--- config.mk ---
export PLATFORM = sky130hd
export DESIGN_NAME = prefix_varint_decoder_flat
export DESIGN_NICKNAME = d
export VERILOG_FILES = /design/src/rtl/pvd_pkg.sv /design/src/rtl/pvd_if.sv /design/src/rtl/prefix_varint_decoder.sv /design/src/flat_wrapper.sv
export VERILOG_INCLUDE_DIRS = /design/src /design/src/rtl
export SDC_FILE = /design/constraint.sdc
export NUM_CORES = 1
export LEC_CHECK = 0
export BUFFER_PORTS_ARGS = -buffer_cell sky130_fd_sc_hd__buf_2
export CORE_UTILIZATION = 41
export CTS_BUF_LIST = sky130_fd_sc_hd__clkbuf_16
export DETAILED_ROUTE_END_ITERATION = 8
export GPL_TIMING_DRIVEN = 0
export PLACE_DENSITY = 0.67
export SLEW_MARGIN = 20
export SYNTH_ARGS = -nofsm -noshare
export SYNTH_HDL_FRONTEND = slang
export SYNTH_SLANG_ARGS = --single-unit
--- constraint.sdc ---
create_clock -name clk_i -period 6.8 [get_ports clk_i]
set_input_delay 0.68 -clock clk_i [delete_from_list [all_inputs] [get_ports clk_i]]
set_output_delay 0.68 -clock clk_i [all_outputs]
set_load 0.03 [all_outputs]
--- src/rtl/prefix_varint_decoder_macros.svh ---
// Assertion macros for the prefix varint decoder.
// Used by prefix_varint_decoder.sv; expects clk_i and rst_ni in scope.
`ifndef PREFIX_VARINT_DECODER_MACROS_SVH
`define PREFIX_VARINT_DECODER_MACROS_SVH

// Same-cycle implication, disabled during reset
`define PVD_ASSERT_IMP(lbl, ante, cons, msg) \
  lbl: assert property (@(posedge clk_i) disable iff (!rst_ni) (ante) |-> (cons)) \
    else $error(msg);

// Next-cycle implication, disabled during reset
`define PVD_ASSERT_NXT(lbl, ante, cons, msg) \
  lbl: assert property (@(posedge clk_i) disable iff (!rst_ni) (ante) |=> (cons)) \
    else $error(msg);

`endif

--- src/rtl/pvd_pkg.sv ---
// Package for the prefix varint decoder: widths, length classes, prefix codes
// and the per-class byte count and mask tables. No dependencies.
`timescale 1ns / 1ps

package pvd_pkg;

  localparam int unsigned BYTE_W  = 8;
  localparam int unsigned VALUE_W = 64;
  localparam int unsigned LEN_W   = 4;
  localparam int unsigned LEFT_W  = 4;

  // Length classes of multi-byte integers
  typedef enum logic [2:0] {
    CLS_14  = 3'd0,
    CLS_21  = 3'd1,
    CLS_27  = 3'd2,
    CLS_35  = 3'd3,
    CLS_59  = 3'd4,
    CLS_40  = 3'd5,
    CLS_RAW = 3'd6
  } length_class_e;

  // Top five bits of first bytes for the narrow-range classes
  localparam logic [4:0] GRP_27 = 5'h1C;
  localparam logic [4:0] GRP_35 = 5'h1D;
  localparam logic [4:0] GRP_59 = 5'h1E;

  // Single prefix code of the 40-bit class and lowest reserved prefix code
  localparam logic [BYTE_W-1:0] PFX_40      = 8'hF8;
  localparam logic [BYTE_W-1:0] PFX_RSV_MIN = 8'hFA;

  // Bytes that follow the first byte
  function automatic logic [LEFT_W-1:0] class_extra(length_class_e cls);
    logic [LEFT_W-1:0] n;
    unique case (cls)
      CLS_14:  n = 4'd1;
      CLS_21:  n = 4'd2;
      CLS_27:  n = 4'd3;
      CLS_35:  n = 4'd4;
      CLS_59:  n = 4'd7;
      CLS_40:  n = 4'd5;
      CLS_RAW: n = 4'd8;
      default: n = 4'd1;
    endcase
    return n;
  endfunction

  // Mask applied to the accumulated word at the last byte
  function automatic logic [VALUE_W-1:0] class_mask(length_class_e cls);
    logic [VALUE_W-1:0] m;
    unique case (cls)
      CLS_14:  m = 64'h0000_0000_0000_3FFF;
      CLS_21:  m = 64'h0000_0000_001F_FFFF;
      CLS_27:  m = 64'h0000_0000_07FF_FFFF;
      CLS_35:  m = 64'h0000_0007_FFFF_FFFF;
      CLS_59:  m = 64'h07FF_FFFF_FFFF_FFFF;
      CLS_40:  m = 64'h0000_00FF_FFFF_FFFF;
      CLS_RAW: m = 64'hFFFF_FFFF_FFFF_FFFF;
      default: m = 64'h0000_0000_0000_3FFF;
    endcase
    return m;
  endfunction

  // Class chosen by a first byte in 0x80..0xF9
  function automatic length_class_e classify(logic [BYTE_W-1:0] b);
    length_class_e cls;
    if (!b[6]) begin
      cls = CLS_14;
    end else if (!b[5]) begin
      cls = CLS_21;
    end else begin
      unique case (b[7:3])
        GRP_27:  cls = CLS_27;
        GRP_35:  cls = CLS_35;
        GRP_59:  cls = CLS_59;
        default: cls = (b == PFX_40) ? CLS_40 : CLS_RAW;
      endcase
    end
    return cls;
  endfunction

endpackage

--- src/rtl/pvd_if.sv ---
// Valid/ready channel interfaces for the prefix varint decoder.
// Depends on pvd_pkg for field widths.
`timescale 1ns / 1ps

// Input channel: one encoded byte per beat
interface pvd_byte_if
  import pvd_pkg::*;
();
  logic              valid;
  logic              ready;
  logic [BYTE_W-1:0] data_byte;

  modport source (output valid, output data_byte, input ready);
  modport sink   (input valid, input data_byte, output ready);
endinterface

// Output channel: one decoded integer per beat
interface pvd_result_if
  import pvd_pkg::*;
();
  logic                      valid;
  logic                      ready;
  logic signed [VALUE_W-1:0] decoded_value;
  logic        [LEN_W-1:0]   encoded_length;
  logic                      reserved_prefix;

  modport source (output valid, output decoded_value, output encoded_length,
                  output reserved_prefix, input ready);
  modport sink   (input valid, input decoded_value, input encoded_length,
                  input reserved_prefix, output ready);
endinterface

--- src/rtl/prefix_varint_decoder.sv ---
// Prefix varint decoder: an accepted byte goes through the input register, then
// the result register, to its result beat; one byte per cycle unless the output
// stalls. The byte-to-accumulator shift is one stage.
// Reset (rst_ni low, asynchronous) drops any partly received integer and
// empties both registers; the decoder then waits for a first byte.
// Depends on pvd_pkg, pvd_if.sv and prefix_varint_decoder_macros.svh.
`timescale 1ns / 1ps
`include "prefix_varint_decoder_macros.svh"

module prefix_varint_decoder
  import pvd_pkg::*;
(
  input  logic         clk_i,
  input  logic         rst_ni,
  pvd_byte_if.sink     byte_i,
  pvd_result_if.source result_o
);

  // Input register
  logic              in_valid_q;
  logic [BYTE_W-1:0] in_byte_q;

  // Decoder state
  logic [VALUE_W-1:0] partial_q, partial_d;
  logic [LEFT_W-1:0]  left_q, left_d;
  length_class_e      class_q, class_d;

  // Result register
  logic                out_valid_q;
  logic [VALUE_W-1:0]  out_value_q;
  logic [LEN_W-1:0]    out_len_q;
  logic                out_rsv_q;

  // Result of the current byte
  logic                res_valid;
  logic [VALUE_W-1:0]  res_value;
  logic [LEN_W-1:0]    res_len;
  logic                res_rsv;

  logic [VALUE_W-1:0]  acc;
  logic [LEFT_W-1:0]   left_dec;
  length_class_e       first_cls;

  logic out_free;
  logic step;

  // Handshake: result register frees when taken, input register when stepped
  assign out_free     = !out_valid_q || result_o.ready;
  assign step         = in_valid_q && (!res_valid || out_free);
  assign byte_i.ready = !in_valid_q || step;

  assign acc       = {partial_q[VALUE_W-BYTE_W-1:0], in_byte_q};
  assign left_dec  = left_q - 4'd1;
  assign first_cls = classify(in_byte_q);

  // One decode step for the byte in the input register
  always_comb begin
    res_valid = 1'b0;
    res_value = '0;
    res_len   = 4'd1;
    res_rsv   = 1'b0;
    partial_d = partial_q;
    left_d    = left_q;
    class_d   = class_q;
    if (left_q == '0) begin
      if (!in_byte_q[BYTE_W-1]) begin
        // single-byte value
        res_valid = in_valid_q;
        res_value = {{(VALUE_W-BYTE_W){1'b0}}, in_byte_q};
      end else if (in_byte_q >= PFX_RSV_MIN) begin
        // reserved prefix: zero with flag
        res_valid = in_valid_q;
        res_rsv   = 1'b1;
      end else begin
        class_d   = first_cls;
        left_d    = class_extra(first_cls);
        partial_d = (first_cls == CLS_RAW) ? '0
                  : {{(VALUE_W-BYTE_W){1'b0}}, in_byte_q};
      end
    end else begin
      left_d    = left_dec;
      partial_d = acc;
      if (left_dec == '0) begin
        res_valid = in_valid_q;
        res_value = acc & class_mask(class_q);
        res_len   = class_extra(class_q) + 4'd1;
        partial_d = '0;
        class_d   = CLS_14;
      end
    end
  end

  // Input register control
  always_ff @(posedge clk_i or negedge rst_ni) begin
    if (!rst_ni) begin
      in_valid_q <= 1'b0;
    end else if (byte_i.ready) begin
      in_valid_q <= byte_i.valid;
    end
  end

  always_ff @(posedge clk_i) begin
    if (byte_i.ready && byte_i.valid) begin
      in_byte_q <= byte_i.data_byte;
    end
  end

  // Decoder state
  always_ff @(posedge clk_i or negedge rst_ni) begin
    if (!rst_ni) begin
      partial_q <= '0;
      left_q    <= '0;
      class_q   <= CLS_14;
    end else if (step) begin
      partial_q <= partial_d;
      left_q    <= left_d;
      class_q   <= class_d;
    end
  end

  // Result register
  always_ff @(posedge clk_i or negedge rst_ni) begin
    if (!rst_ni) begin
      out_valid_q <= 1'b0;
    end else if (step && res_valid) begin
      out_valid_q <= 1'b1;
    end else if (result_o.ready) begin
      out_valid_q <= 1'b0;
    end
  end

  always_ff @(posedge clk_i) begin
    if (step && res_valid) begin
      out_value_q <= res_value;
      out_len_q   <= res_len;
      out_rsv_q   <= res_rsv;
    end
  end

  assign result_o.valid           = out_valid_q;
  assign result_o.decoded_value   = out_value_q;
  assign result_o.encoded_length  = out_len_q;
  assign result_o.reserved_prefix = out_rsv_q;

  // Checks
  `PVD_ASSERT_IMP(a_rsv_zero, out_valid_q && out_rsv_q,
    (out_value_q == '0) && (out_len_q == 4'd1), "reserved result not zero/one byte")
  `PVD_ASSERT_IMP(a_len_range, out_valid_q,
    (out_len_q >= 4'd1) && (out_len_q <= 4'd9), "encoded length out of range")
  `PVD_ASSERT_IMP(a_left_bound, left_q != '0,
    left_q <= class_extra(class_q), "bytes left exceeds class length")
  `PVD_ASSERT_NXT(a_stall_keeps_byte, in_valid_q && !step,
    in_valid_q && $stable(in_byte_q), "stalled input byte lost")

endmodule

--- src/flat_wrapper.sv ---
// flat-port wrapper written by rule: the top's interface ports become plain ports
module prefix_varint_decoder_flat import pvd_pkg::*;
  (clk_i, rst_ni, byte_i_valid, byte_i_data_byte, byte_i_ready, result_o_valid, result_o_decoded_value, result_o_encoded_length, result_o_reserved_prefix, result_o_ready);
  pvd_byte_if byte_i_i ();
  pvd_result_if result_o_i ();
  input  logic clk_i;
  input  logic rst_ni;
  input wire logic [$bits(byte_i_i.valid)-1:0] byte_i_valid;
  input wire logic [$bits(byte_i_i.data_byte)-1:0] byte_i_data_byte;
  output wire logic [$bits(byte_i_i.ready)-1:0] byte_i_ready;
  output wire logic [$bits(result_o_i.valid)-1:0] result_o_valid;
  output wire logic [$bits(result_o_i.decoded_value)-1:0] result_o_decoded_value;
  output wire logic [$bits(result_o_i.encoded_length)-1:0] result_o_encoded_length;
  output wire logic [$bits(result_o_i.reserved_prefix)-1:0] result_o_reserved_prefix;
  input wire logic [$bits(result_o_i.ready)-1:0] result_o_ready;
  assign byte_i_i.valid = byte_i_valid;
  assign byte_i_i.data_byte = byte_i_data_byte;
  assign byte_i_ready = byte_i_i.ready;
  assign result_o_valid = result_o_i.valid;
  assign result_o_decoded_value = result_o_i.decoded_value;
  assign result_o_encoded_length = result_o_i.encoded_length;
  assign result_o_reserved_prefix = result_o_i.reserved_prefix;
  assign result_o_i.ready = result_o_ready;
  prefix_varint_decoder u_core (.clk_i(clk_i), .rst_ni(rst_ni), .byte_i(byte_i_i), .result_o(result_o_i));
endmodule
Yosys cells after proc, flatten, opt, wreduce, memory -nomap -nowiden
Cells that the tools add are included.
- add/subtract/negate cells: 2
- magnitude comparators: 1
- equal/unequal tests: 18
- mux-type cells: 33
- bitwise logic cells: 2
- reduce and logical (&&, ||, !) cells: 17
- operators by type and width (cell ; count):
    64-bit case mux with 6 select lines ; 1
    64-bit two-way mux ; 4
    56-bit two-way mux ; 4
    64-bit AND ; 1
    4-bit case mux with 6 select lines ; 2
    4-bit two-way mux ; 5
    3-bit equality test, second input constant ; 6
    3-bit two-way mux ; 6
    5-bit equality test, second input constant ; 3
    3-bit by 2-bit equality test with 1-bit output, second input constant ; 4
    3-bit case mux with 3 select lines ; 1
    8-bit equality test, second input constant ; 1
    8-bit greater-or-equal comparator, second input constant ; 1
    4-bit zero test ; 2
    8-bit two-way mux ; 1
    1-bit two-way mux ; 7
    7-bit two-way mux ; 1
    3-bit by 1-bit equality test with 1-bit output, second input constant ; 2
    4-bit by 1-bit adder with 4-bit output, second input constant ; 1
    4-bit AND reduction ; 1
    2-bit nonzero test ; 2
    4-bit by 1-bit subtractor with 4-bit output, second input constant ; 1
    1-bit logical AND ; 3
    1-bit zero test ; 3
    other kinds (8) ; 10
- register bits: 142
- input port bits: 12
- output and inout bits: 71
- word-level logic and storage cells: 82

Logic depth before layout (Yosys ltp)
- depth after elaboration: 10
- depth in mapped cells: 12
- depth with buffers taken out: 7

Worst setup path before layout
No wires, ideal clock.
- kind: flip-flop to flip-flop
- start point: register u_core.left_q[0]
- end point: register u_core.out_value_q[0] (netlist: u_core.result_o.decoded_value[0]) (enable)
- library setup time: 496 ps
- data arrival time: 4522 ps
- required time: 6304 ps
- slack: 1782 ps
- cell stages (with the launch flop): 9
- buffers on the path: 2
- clock period less this slack: 5018 ps
- cell sequence: dfrtp_1 buf_6 inv_1 ha_1 o41ai_1 buf_2 a22oi_1 nand2b_1 nor2_1
- word-level cells in the longest chain between the ends: 8
- elaborated cells between the ends (all ways): 9
- those cells by class: 1 x add/sub; 2 x mux; 6 x reduce/logical
- RTL lines (item ; line ; source):
    start, declared ; prefix_varint_decoder.sv:25 ; logic [LEFT_W-1:0] left_q, left_d;
    start signal, assigned ; prefix_varint_decoder.sv:116 ; left_q <= left_d;
    4-bit by 1-bit subtractor with 4-bit output ; prefix_varint_decoder.sv:53 ; assign left_dec = left_q - 4'd1;
    4-bit zero test ; prefix_varint_decoder.sv:83 ; if (left_dec == '0) begin
    1-bit two-way mux ; prefix_varint_decoder.sv:83 ;
    1-bit two-way mux (*) ; prefix_varint_decoder.sv:65 ; if (left_q == '0) begin
    1-bit zero test ; prefix_varint_decoder.sv:49 ; assign step = in_valid_q && (!res_valid || out_free);
    1-bit logical OR ; prefix_varint_decoder.sv:49 ;
    1-bit logical AND ; prefix_varint_decoder.sv:49 ;
    1-bit logical AND (*) ; prefix_varint_decoder.sv:133 ; if (step && res_valid) begin
    end signal, assigned ; prefix_varint_decoder.sv:134 ; out_value_q <= res_value;
    end, declared ; prefix_varint_decoder.sv:30 ; logic [VALUE_W-1:0] out_value_q;
Mark *: on every way between the ends. The rest lies on a longest branch, timed or not.
A chain may end at the register's enable or synchronous reset.

Worst setup path in the final report
- start point: register u_core.left_q[1]
- end point: output byte_i_ready
- word-level cells in the longest chain between the ends: 8
- elaborated cells between the ends (all ways): 9
- those cells by class: 1 x add/sub; 2 x mux; 6 x reduce/logical
- RTL lines (item ; line ; source):
    4-bit by 1-bit subtractor with 4-bit output ; prefix_varint_decoder.sv:53 ;
    4-bit zero test ; prefix_varint_decoder.sv:83 ;
    1-bit two-way mux ; prefix_varint_decoder.sv:83 ;
    1-bit two-way mux (*) ; prefix_varint_decoder.sv:65 ;
    1-bit zero test (*) ; prefix_varint_decoder.sv:49 ;
    1-bit logical OR (*) ; prefix_varint_decoder.sv:49 ;
    1-bit logical AND (*) ; prefix_varint_decoder.sv:49 ;
    1-bit logical OR (*) ; prefix_varint_decoder.sv:50 ; assign byte_i.ready = !in_valid_q || step;
    end, declared ; flat_wrapper.sv:10 ; output wire logic [$bits(byte_i_i.ready)-1:0] byte_i_ready;
Marks and branches as above.

==> out/qor.csv <==
stage,metric,value,unit
layout,multi_input_area,1640,um^2
timing,max_freq,301,MHz
yosys,avgSynthCellArea,12.0,um^2
clock_network,clkTransAtPathRegs,0.06,ns
yosys,yosysMostFrequentCell,nand2_1,
yosys,synth_area_leaders,"edfxtp_1 40%, dfrtp_1 28%, nand2_1 6.8%, and2_1 5.1%, o21ai_0 4.9%",
yosys,synth_edf_count,77,
route,num_vias,3812,
yosys,async_flop_share,45.8,%
route,avgRoutedWirePerCell,14.7,um
layout,nFillCells,1174,
critical_path,critPathLaunchType,flop,
clock_network,cts_buffers,17,
clock_network,clk_latency,0.42,ns
clock_network,clock-root-buffer,clkbuf_16,
route,drt-initial-drc-count,242,
timing,slew_headroom,54.9,%
die,ios,83,
yosys,netlist_top_cells_count,"105 x nand2_1, 77 x edfxtp_1, 65 x dfrtp_1",
clock_network,cts_tree,done,
yosys,syn-num-nets,496,
timing,fin_skew,0.0140,ns
power,p_leak,2.91,nW
place,gp_congestion,0.839,
grt,grt_pass1_wl,18200,um
die,coreArea,13500,um^2
die,start_util,42.8,%
route,postRouteAntennaNets,0,
timing,finalHoldViolCount,0,
place,port_buffers,82,
timing,worst_pin_slew,0.677,ns
die,die_w,121,um
timing,slew_viol_final,0,
yosys,yosys.area.top_type,edfxtp_1,
route,drcViolationCount,0,
layout,fin_cells,775,
layout,final_nets,600,
critical_path,cp_slowest_cell,o41ai_1,
yosys,yosysSeqAreaShare,68.3,%
clock_network,htree_levels,4,
layout,syn2layout_area_growth,21.5,%
yosys,synth_seq_cells,142,
critical_path,slowest_delay,0.52,ns
place,dp_hpwl,8020,um
timing,setup_viol,0,
power,power,2.84,mW
layout,final_area,7000,um^2
die,rows,42,
critical_path,path_class,reg -> out,
critical_path,required,6.12,ns
timing,fin_crit_sh,48.8,%
hold_path,hp-class,in -> async,
place,placed_cell_area,6480,um^2
clock_network,postCtsHoldBufs,0,
critical_path,crit_chain,"inv_1, ha_1, o41ai_1, buf_2, a22oi_1, nor2_1, inv_1, buf_2",
clock_network,cts_sinks,142,
critical_path,critPathTopFamily,compound AO/OA/AOI/OAI gates,
yosys,synth_ff_type,edfxtp_1,
grt,grt_max_degree,56,
clock_network,ctsResizeCount,0,
grt,track_usage,16.7,%
timing,finalSetupTns,0,ns
grt,grt_pass1_vias,3706,
critical_path,crit_path_max_fanout,10,
yosys,synth_area,5760,um^2
yosys,synth.distinct_cells,44,
grt,grt_remaining_overflow,0,
layout,register_area,3940,um^2
route,vias_per_cell,4.92,
route,drtPass1Iterations,5,
layout,drive_above_1_share,23.4,%
die,fp.dieArea,14500,um^2
yosys,netlist.area_leader.share,40.1,%
critical_path,endpoint_kind,output pin,
clock_network,post_cts_buffers,0,
route,wl,11400,um
grt,antenna_found_initial,0,
timing,rsz0062_at_grt,no,
layout,antenna_cells,0,
place,place_inst,743,
timing,period_needed,3.32,ns
critical_path,worstPathArrival,2.64,ns
power,p_per_area,406,nW/um^2
yosys,yosys_warnings,0,
clock_network,cts.path.max_buffers,2,
job,max-cap-violations,0,
power,peakVddDrop,0.000173,V
critical_path,critPathBufInv,4,
critical_path,r2r_slack,3.68,ns
outcome,status,"finished, final reports clean",
yosys,netlist_instances,482,
die,die_h,121,um
## layout make-up
class                      count  share of cell area [%]
clock inverter                15                    1.36
tap                          176                    3.15
buffer                        30                    2.38
inverter                       7                   0.375
clock buffer                  17                    6.08
sequential                   142                    56.3
timing repair buffer          85                    6.97
multi-input combinational    303                    23.4
## routing by layer
layer | track usage (%) | wire (um) | vias to the layer above
met5 | 0 | 0 | -
met4 | 6.17 | 53 | 0
met3 | 5.24 | 466 | 6
met2 | 26.1 | 5590 | 101
met1 | 21.8 | 5250 | 1812
li1 | - | - | 1893
## layout by cell type, fill, tap and decap left out, drive strengths merged, types with 2 or more instances in the layout
master | synthesis | final
a211o | 2 | 2
a22o | 8 | 8
o41ai | 4 | 4
clkinv | 0 | 6
nor4 | 2 | 2
edfxtp | 77 | 77
nand3 | 2 | 2
nand2b | 4 | 4
a21oi | 5 | 5
a211oi | 2 | 2
and3 | 13 | 13
nand3b | 2 | 2
buf | 14 | 99
clkbuf | 16 | 33
o211ai | 2 | 2
nor2b | 11 | 11
clkinvlp | 0 | 3
o21a | 2 | 2
nand2 | 106 | 106
nor3b | 2 | 2
o21ai | 56 | 56
dfrtp | 65 | 65
and2 | 47 | 47
ha | 2 | 2
nor2 | 10 | 10
inv | 7 | 13
nor3 | 8 | 8
## power by group
part / internal (mW) / leakage, nW / total (mW) / switching [mW]
Combinational: 0.237 / 1.09 / 0.733 / 0.496
Sequential: 1.15 / 1.56 / 1.29 / 0.143
Clock: 0.462 / 0.258 / 0.814 / 0.352
Total: 1.85 / 2.91 / 2.84 / 0.990
## cell families (layout without fill, tap and decap cells)
group	Yosys count	in the layout	share of synthesized area [%]
flops	142	142	68.3
xor+xnor	1	1	0.152
mux	1	1	0.195
compound gates	89	89	9.62
buf+inv	37	154	3.34
fa+ha+maj	2	2	0.434
simple gates	210	210	17.9
## flip-flops by register name, indices dropped and copies added, names as in the netlist, 3 cells and up
register / count
u_core.class_q: 3
u_core.partial_q: 56
u_core.result_o.encoded_length: 4
u_core.left_q: 4
u_core.result_o.decoded_value: 64
u_core.in_byte_q: 8
## worst register-to-register path: cells and delay by family (launching register included)
family,cells,cell delay (ns)
flops,1,0.44
fa+ha+maj,1,0.27
buf+inv,3,0.71
simple gates,2,0.72
compound gates,2,0.66
## stage by stage
stage	worst slack (ns)	utilization, %	hold slack [ns]
finish	3.48	52.0	0.104
global route	3.22	52.0	0.0938
detailed placement	3.69	48.2	0.470
global placement	0.456	47.5	0.462
CTS	3.44	52.0	0.0879
floorplan	1.78	-	0.384
## worst paths after layout
check / from / to / depth (start not counted)
max reg2reg: u_core.left_q[1] / u_core.result_o.decoded_value[29] / 8
max in group asynchronous: rst_ni / u_core.partial_q[25] / 2
min reg2reg: u_core.partial_q[50] / u_core.partial_q[50] / 2
max: u_core.left_q[1] / byte_i_ready / 8
min in group clk_i: byte_i_data_byte[4] / u_core.in_byte_q[4] / 1
min: rst_ni / u_core.partial_q[53] / 1
Note: power is estimated with default switching activity, not from simulation.
